**src/rtl/hzd_pkg.sv**
```systemverilog
// hzd_pkg: constants and types shared by the hz stream decoder
// holds the escape characters, the word layouts and the decoder state record
// no dependencies
package hzd_pkg;

	localparam logic [7:0] CH_TILDE   = 8'h7e;
	localparam logic [7:0] CH_OPEN    = 8'h7b;
	localparam logic [7:0] CH_CLOSE   = 8'h7d;
	localparam logic [7:0] CH_NEWLINE = 8'h0a;
	localparam logic [7:0] CTRL_MAX   = 8'h1f;

	// input word: one raw byte of the hz stream
	typedef struct packed {
		logic [7:0] in_byte;
	} hzd_in_t;

	// output word: one decoded character
	typedef struct packed {
		logic [7:0] first_byte;
		logic [7:0] second_byte;
		logic       double_byte;
		logic       last;
	} hzd_out_t;

	typedef struct packed {
		logic       gb_mode;
		logic       tilde_pending;
		logic       lead_valid;
		logic [7:0] lead_byte;
	} hzd_state_t;

	// characters produced by one raw byte, res[0] goes out first
	typedef struct packed {
		logic [1:0]          cnt;
		hzd_out_t [1:0]      res;
	} hzd_dec_t;

endpackage

```
**src/rtl/hzd_stream_if.sv**
```systemverilog
// hzd_stream_if: valid/ready channel carrying one word per handshake
// the word type is set per instance; used with types from hzd_pkg
interface hzd_stream_if #(
	parameter type data_t = logic [7:0]
);
	logic  valid;
	logic  ready;
	data_t data;

	modport source (output valid, output data, input ready);
	modport sink (input valid, input data, output ready);
endinterface

```
**src/rtl/hz_gb2312_stream_decoder_core.sv**
```systemverilog
// hz_gb2312_stream_decoder_core: hz (gb2312) stream decoder, top level
// depends on hzd_pkg, hzd_stream_if and hzd_decode
//
// usage:
//   stream: raw hz bytes in, one byte per word (data.in_byte).
//   chars:  decoded characters out, one per word; double_byte marks a gb2312
//           pair, last marks the final character caused by one raw byte.
//   a raw byte is decoded in the cycle it is taken and its characters land in
//   a two-word output register, so the first character is offered in the cycle
//   after the byte is accepted.
//   throughput is one raw byte per cycle while the receiver keeps up; a byte
//   is taken only when the output register will be empty after this cycle,
//   so a byte that yields two characters (an invalid escape) holds off the
//   next byte while the second character drains.
//   when chars is stalled the output register holds its words and stream
//   ready drops; no word is lost or repeated.
//   reset (arst_n low) clears the mode to ascii, drops any pending tilde or
//   held lead byte and empties the output register.
module hz_gb2312_stream_decoder_core (
	input  logic        clk,
	input  logic        arst_n,
	hzd_stream_if.sink   stream,
	hzd_stream_if.source chars
);
	import hzd_pkg::*;

	hzd_state_t st_q, st_next;
	hzd_dec_t   dec;
	hzd_in_t    in_word;
	hzd_out_t   res_q [2];
	logic [1:0] cnt_q, cnt_after_pop;
	logic       push, pop;

	assign in_word = stream.data;

	hzd_decode u_decode (
		.in_byte (in_word.in_byte),
		.st      (st_q),
		.st_next (st_next),
		.dec     (dec)
	);

	assign pop           = chars.valid && chars.ready;
	assign cnt_after_pop = cnt_q - {1'b0, pop};
	// take a byte only if both output slots are free after this cycle
	assign stream.ready  = (cnt_after_pop == 2'd0);
	assign push          = stream.valid && stream.ready;

	assign chars.valid = (cnt_q != 2'd0);
	assign chars.data  = res_q[0];

	always_ff @(posedge clk or negedge arst_n) begin
		if (!arst_n) begin
			st_q  <= '0;
			cnt_q <= 2'd0;
		end else begin
			if (push) begin
				st_q  <= st_next;
				cnt_q <= dec.cnt;
			end else begin
				cnt_q <= cnt_after_pop;
			end
		end
	end

	always_ff @(posedge clk) begin
		if (push) begin
			res_q[0] <= dec.res[0];
			res_q[1] <= dec.res[1];
		end else if (pop) begin
			res_q[0] <= res_q[1];
		end
	end

endmodule

```
**src/rtl/hzd_decode.sv**
```systemverilog
// hzd_decode: combinational step of the hz decoder for one raw byte
// gives the next state and up to two decoded characters; depends on hzd_pkg
module hzd_decode (
	input  logic [7:0]          in_byte,
	input  hzd_pkg::hzd_state_t st,
	output hzd_pkg::hzd_state_t st_next,
	output hzd_pkg::hzd_dec_t   dec
);
	import hzd_pkg::*;

	logic plain_single;

	// a control byte, or a non-tilde ascii-mode byte, passes through
	assign plain_single = (in_byte <= CTRL_MAX) || !st.gb_mode;

	always_comb begin
		st_next = st;
		dec     = '0;
		if (st.lead_valid) begin
			dec.res[0]        = '{first_byte: st.lead_byte, second_byte: in_byte,
				double_byte: 1'b1, last: 1'b1};
			dec.cnt           = 2'd1;
			st_next.lead_valid = 1'b0;
			st_next.lead_byte  = '0;
		end else if (st.tilde_pending) begin
			st_next.tilde_pending = 1'b0;
			case (in_byte)
				CH_TILDE: begin
					dec.res[0] = '{first_byte: CH_TILDE, second_byte: 8'h00,
						double_byte: 1'b0, last: 1'b1};
					dec.cnt    = 2'd1;
				end
				CH_OPEN: st_next.gb_mode = 1'b1;
				CH_CLOSE: st_next.gb_mode = 1'b0;
				CH_NEWLINE: ;
				default: begin
					// invalid escape: emit the tilde, then treat the byte afresh
					dec.res[0] = '{first_byte: CH_TILDE, second_byte: 8'h00,
						double_byte: 1'b0, last: !plain_single};
					if (plain_single) begin
						dec.res[1] = '{first_byte: in_byte, second_byte: 8'h00,
							double_byte: 1'b0, last: 1'b1};
						dec.cnt    = 2'd2;
					end else begin
						dec.cnt            = 2'd1;
						st_next.lead_valid = 1'b1;
						st_next.lead_byte  = in_byte;
					end
				end
			endcase
		end else if (in_byte == CH_TILDE) begin
			st_next.tilde_pending = 1'b1;
		end else if (plain_single) begin
			dec.res[0] = '{first_byte: in_byte, second_byte: 8'h00,
				double_byte: 1'b0, last: 1'b1};
			dec.cnt    = 2'd1;
		end else begin
			st_next.lead_valid = 1'b1;
			st_next.lead_byte  = in_byte;
		end
	end

endmodule
```
**src/flat_wrapper.sv**
```systemverilog
// flat-port wrapper written by rule: the top's interface ports become plain ports
module hz_gb2312_stream_decoder_core_flat import hzd_pkg::*;
  (clk, arst_n, stream_valid, stream_data, stream_ready, chars_valid, chars_data, chars_ready);
  hzd_stream_if stream_i ();
  hzd_stream_if chars_i ();
  input  logic clk;
  input  logic arst_n;
  input wire logic [$bits(stream_i.valid)-1:0] stream_valid;
  input wire logic [$bits(stream_i.data)-1:0] stream_data;
  output wire logic [$bits(stream_i.ready)-1:0] stream_ready;
  output wire logic [$bits(chars_i.valid)-1:0] chars_valid;
  output wire logic [$bits(chars_i.data)-1:0] chars_data;
  input wire logic [$bits(chars_i.ready)-1:0] chars_ready;
  assign stream_i.valid = stream_valid;
  assign stream_i.data = stream_data;
  assign stream_ready = stream_i.ready;
  assign chars_valid = chars_i.valid;
  assign chars_data = chars_i.data;
  assign chars_i.ready = chars_ready;
  hz_gb2312_stream_decoder_core u_core (.clk(clk), .arst_n(arst_n), .stream(stream_i), .chars(chars_i));
endmodule
```
**config.mk**
```make
export PLATFORM = sky130hd
export DESIGN_NAME = hz_gb2312_stream_decoder_core_flat
export DESIGN_NICKNAME = d
export VERILOG_FILES = /design/src/rtl/hzd_pkg.sv /design/src/rtl/hzd_stream_if.sv /design/src/rtl/hz_gb2312_stream_decoder_core.sv /design/src/rtl/hzd_decode.sv /design/src/flat_wrapper.sv
export SDC_FILE = /design/constraint.sdc
export NUM_CORES = 1
export LEC_CHECK = 0
export BUFFER_PORTS_ARGS = -buffer_cell sky130_fd_sc_hd__buf_4
export CAP_MARGIN = 20
export CORE_MARGIN = 1
export CORE_UTILIZATION = 48
export DETAILED_ROUTE_END_ITERATION = 7
export PLACE_DENSITY = 0.74
export SLEW_MARGIN = 10
export SYNTH_ARGS = -nofsm -noshare
export SYNTH_HDL_FRONTEND = slang
export SYNTH_SLANG_ARGS = --single-unit
```
**constraint.sdc**
```tcl
create_clock -name clk -period 2.7 [get_ports clk]
set_input_delay 0.405 -clock clk [delete_from_list [all_inputs] [get_ports clk]]
set_output_delay 0.405 -clock clk [all_outputs]
set_load 0.02 [all_outputs]
```
==> results.md <==
* Seq cells post-synth at 14
* CP Depth at 8
* DR iter-0 viols at 19
* CP delay by family, top: simple AND/OR/NAND/NOR gates
* Slowest CP cell: a21boi_1
* FFs w/ async S/R, synth at between 30% and 40%
* Primary FF master, synth: edfxtp_1
* Post-detail-place hpwl at between 1 and 1.5 mm
* Final hold viol count at 0
* Die width at ~41 µm
* Die area at around 1700 µm²
* Synth Cell Area at 732 µm²
* R2R depth at 8
* Share of post-route cells with drive strength above 1 at a little under a third
* Netlist cell types at 33
* Die Height at roughly 41 µm
* Crit start category: flip-flop
* Initial DRT Pass Iterations at 4
* Period minus WS final at around 2300 ps
* Final wirelength at between 1.5 and 2 mm
* Syn_area_per_cell at 11.1 µm²
* Ant. Diodes at 0
* Largest fanout on the critical path at 9
* Largest stage delay on the critical path at about 470 ps
* Clock Latency Late Sink at ~290 ps
* Routed Antenna Nets at 0
* GRT Overall Usage at 22.2%
* Post-Route Skew at about 6 ps
* Global placement routability congestion at 0.729
* Arr. time, crit path at 2430 ps
* I/O Buffers at 21
* Total CTS buffers at 3
* Routed WL per cell at approximately 14 µm
* Rows at 13
* Worst Tran Pin Value at around 450 ps
* Final nets at 106
* Endpoint type of the worst setup path: flip-flop
* Largest net degree at the start of global routing at 10
* Pwr Density at roughly 830 nW/µm²
* Max-cap violations at 0
* CTS Root Cell: clkbuf_4
* Max transition margin at 70.3%
* CTS tree: yes
* Run status: completed
* Postcts setup bufs at 0
* Slew Viols, Final at 0
* Post-synth net total at ~80
* Initial core utilization at between 50% and 60%
* Initial antenna violation count at 0
* CTS Sinks at 14
* Total gr overflow at 0
* Vias in the first global route at ~530
* First-pass GRT wire length at approximately 2.3 mm
* Worst setup path class: reg -> reg
* Post-Syn Instances at 66
* CP required at about 2800 ps
* Final Cell Area at around 940 µm²
* Core area at between 1000 and 1500 µm²
* Vias at 620
* DRC errors left at 0
* Setup TNS at 0 ps
* Layout area overhead at 29.1%
* HP Class: in -> reg
* LEAKAGE at around 0.43 nW
* Peak VDD IR at about 0.00042 V
* Placed inst area at ~910 µm²
* Cell Chain, Critical Path: or2_2 > nand2_1 > inv_1 > ha_1 > nand3b_1 > a21boi_1 > a31oi_1 > o21ai_0
* Final count of negative-setup-slack endpoints at 0
* Sequential element share of the synthesized area at between 50% and 60%
* Post-cts hold buffer count at 1
* Max Root-Sink Buffers at 2
* Vias/cell at 5.79
* RSZ-0062 raised after global routing: no
* Worst path bufs/invs at 1
* Warnings from Yosys at 0
* CTS resizes at 0
* Power Total at between 0.7 and 0.8 mW
* Worst Hold Depth at 2
* Io pins at 22
* Fillers at around 110
* Number of flops mapped to enable cells by yosys at 9
* CTS H-Tree Depth at 1
* Achievable clock frequency at approximately 0.43 GHz
* Clock Pin Slew Worst Setup and Hold Paths at approximately 90 ps
* Final period util at 85.7%
==> synthesized netlist by cell type (2+ instances only) <==
cell      n  area (µm²)
edfxtp_1  9         270
or3_1     2        12.5
nand4_1   2        12.5
a21oi_1   2        10.0
xor2_1    2        17.5
and2_1    6        37.5
nand2_1   4        15.0
dfrtp_1   5         125
o22ai_1   2        12.5
o31ai_1   2        15.0
inv_1     4        15.0
nor3_1    3        15.0
o21ai_0   3        15.0
==> routing by layer <==
layer | GRT usage, % | share of wire [%]
met2 | 35.2 | 50
met4 | 12.5 | 2.3
met1 | 25.4 | 41
met5 | 0 | 0
met3 | 8.15 | 6.6
==> worst paths after layout <==
check / slack (ps) / end / startpoint
max in group asynchronous: 2150 / u_core.cnt_q[1]$_DFF_PN0_ / arst_n
worst max register to register: 390 / u_core.res_q[0][0]$_DFFE_PP_ / u_core.cnt_q[1]$_DFF_PN0_
min in group asynchronous: 440 / u_core.st_q[8]$_DFFE_PN0N_ / arst_n
worst min register to register: 560 / u_core.st_q[10]$_DFFE_PN0P_ / u_core.st_q[10]$_DFFE_PN0P_
worst min-delay path: 430 / u_core.res_q[0][6]$_SDFFCE_PP0P_ / stream_data[4]
worst max-delay path: 390 / u_core.res_q[0][0]$_DFFE_PP_ / u_core.cnt_q[1]$_DFF_PN0_
==> flip-flops by register name, indices dropped and copies added, names as in the netlist <==
| signal | count |
|---|---|
| u_core.res_q | 9 |
| u_core.st_q | 3 |
| u_core.cnt_q | 2 |
==> layout make-up <==
type	count	area, µm²	share of cell area, %
Inverter	4	15.0	1.59
Timing Repair Buffer	22	168	17.7
Clock buffer	4	26.3	2.78
Tap cell	15	18.8	1.99
Sequential cell	14	395	41.9
Multi-Input combinational cell	48	322	34.0
==> layout by cell type (no fill, tap or decap), types with 2 or more instances in the layout <==
master	n
o21ai_0	3
or3_1	2
inv_1	4
and2_1	6
nor3_1	3
clkbuf_4	3
o22ai_1	2
a21oi_1	2
nand2_1	4
xor2_1	2
buf_4	21
nand4_1	2
o31ai_1	2
edfxtp_1	9
dfrtp_1	5
==> where the power goes <==
part           total [mW]  internal [mW]  switching (mW)  leakage [nW]
registers           0.327          0.304          0.0232         0.156
clock network       0.128         0.0575          0.0704        0.0150
logic               0.325          0.133           0.192         0.260
==> cell families after synthesis <==
| logic type | count (synthesis) | share of synthesized area, % |
|---|---|---|
| adder cells (fa/ha/maj) | 1 | 1.71 |
| multiplexers | 1 | 1.54 |
| AND/OR/NAND/NOR | 30 | 25.3 |
| buffers and inverters | 4 | 2.05 |
| XOR/XNOR | 3 | 3.59 |
| flip-flops | 14 | 54.0 |
| AO/OA/AOI/OAI | 13 | 11.8 |
==> per-stage QoR <==
stage / hold WS, ps / setup slack, ps / utilization [%] / cells
floorplan: 109 / 617 / - / 66
global placement: 211 / 548 / 66.5 / 102
CTS: 432 / 412 / 69.1 / 107
global route: 426 / 277 / 69.1 / 107
finish: 431 / 385 / 69.1 / 107
detailed placement: 212 / 427 / 66.5 / 102
Power figures use the tool's default switching activity.
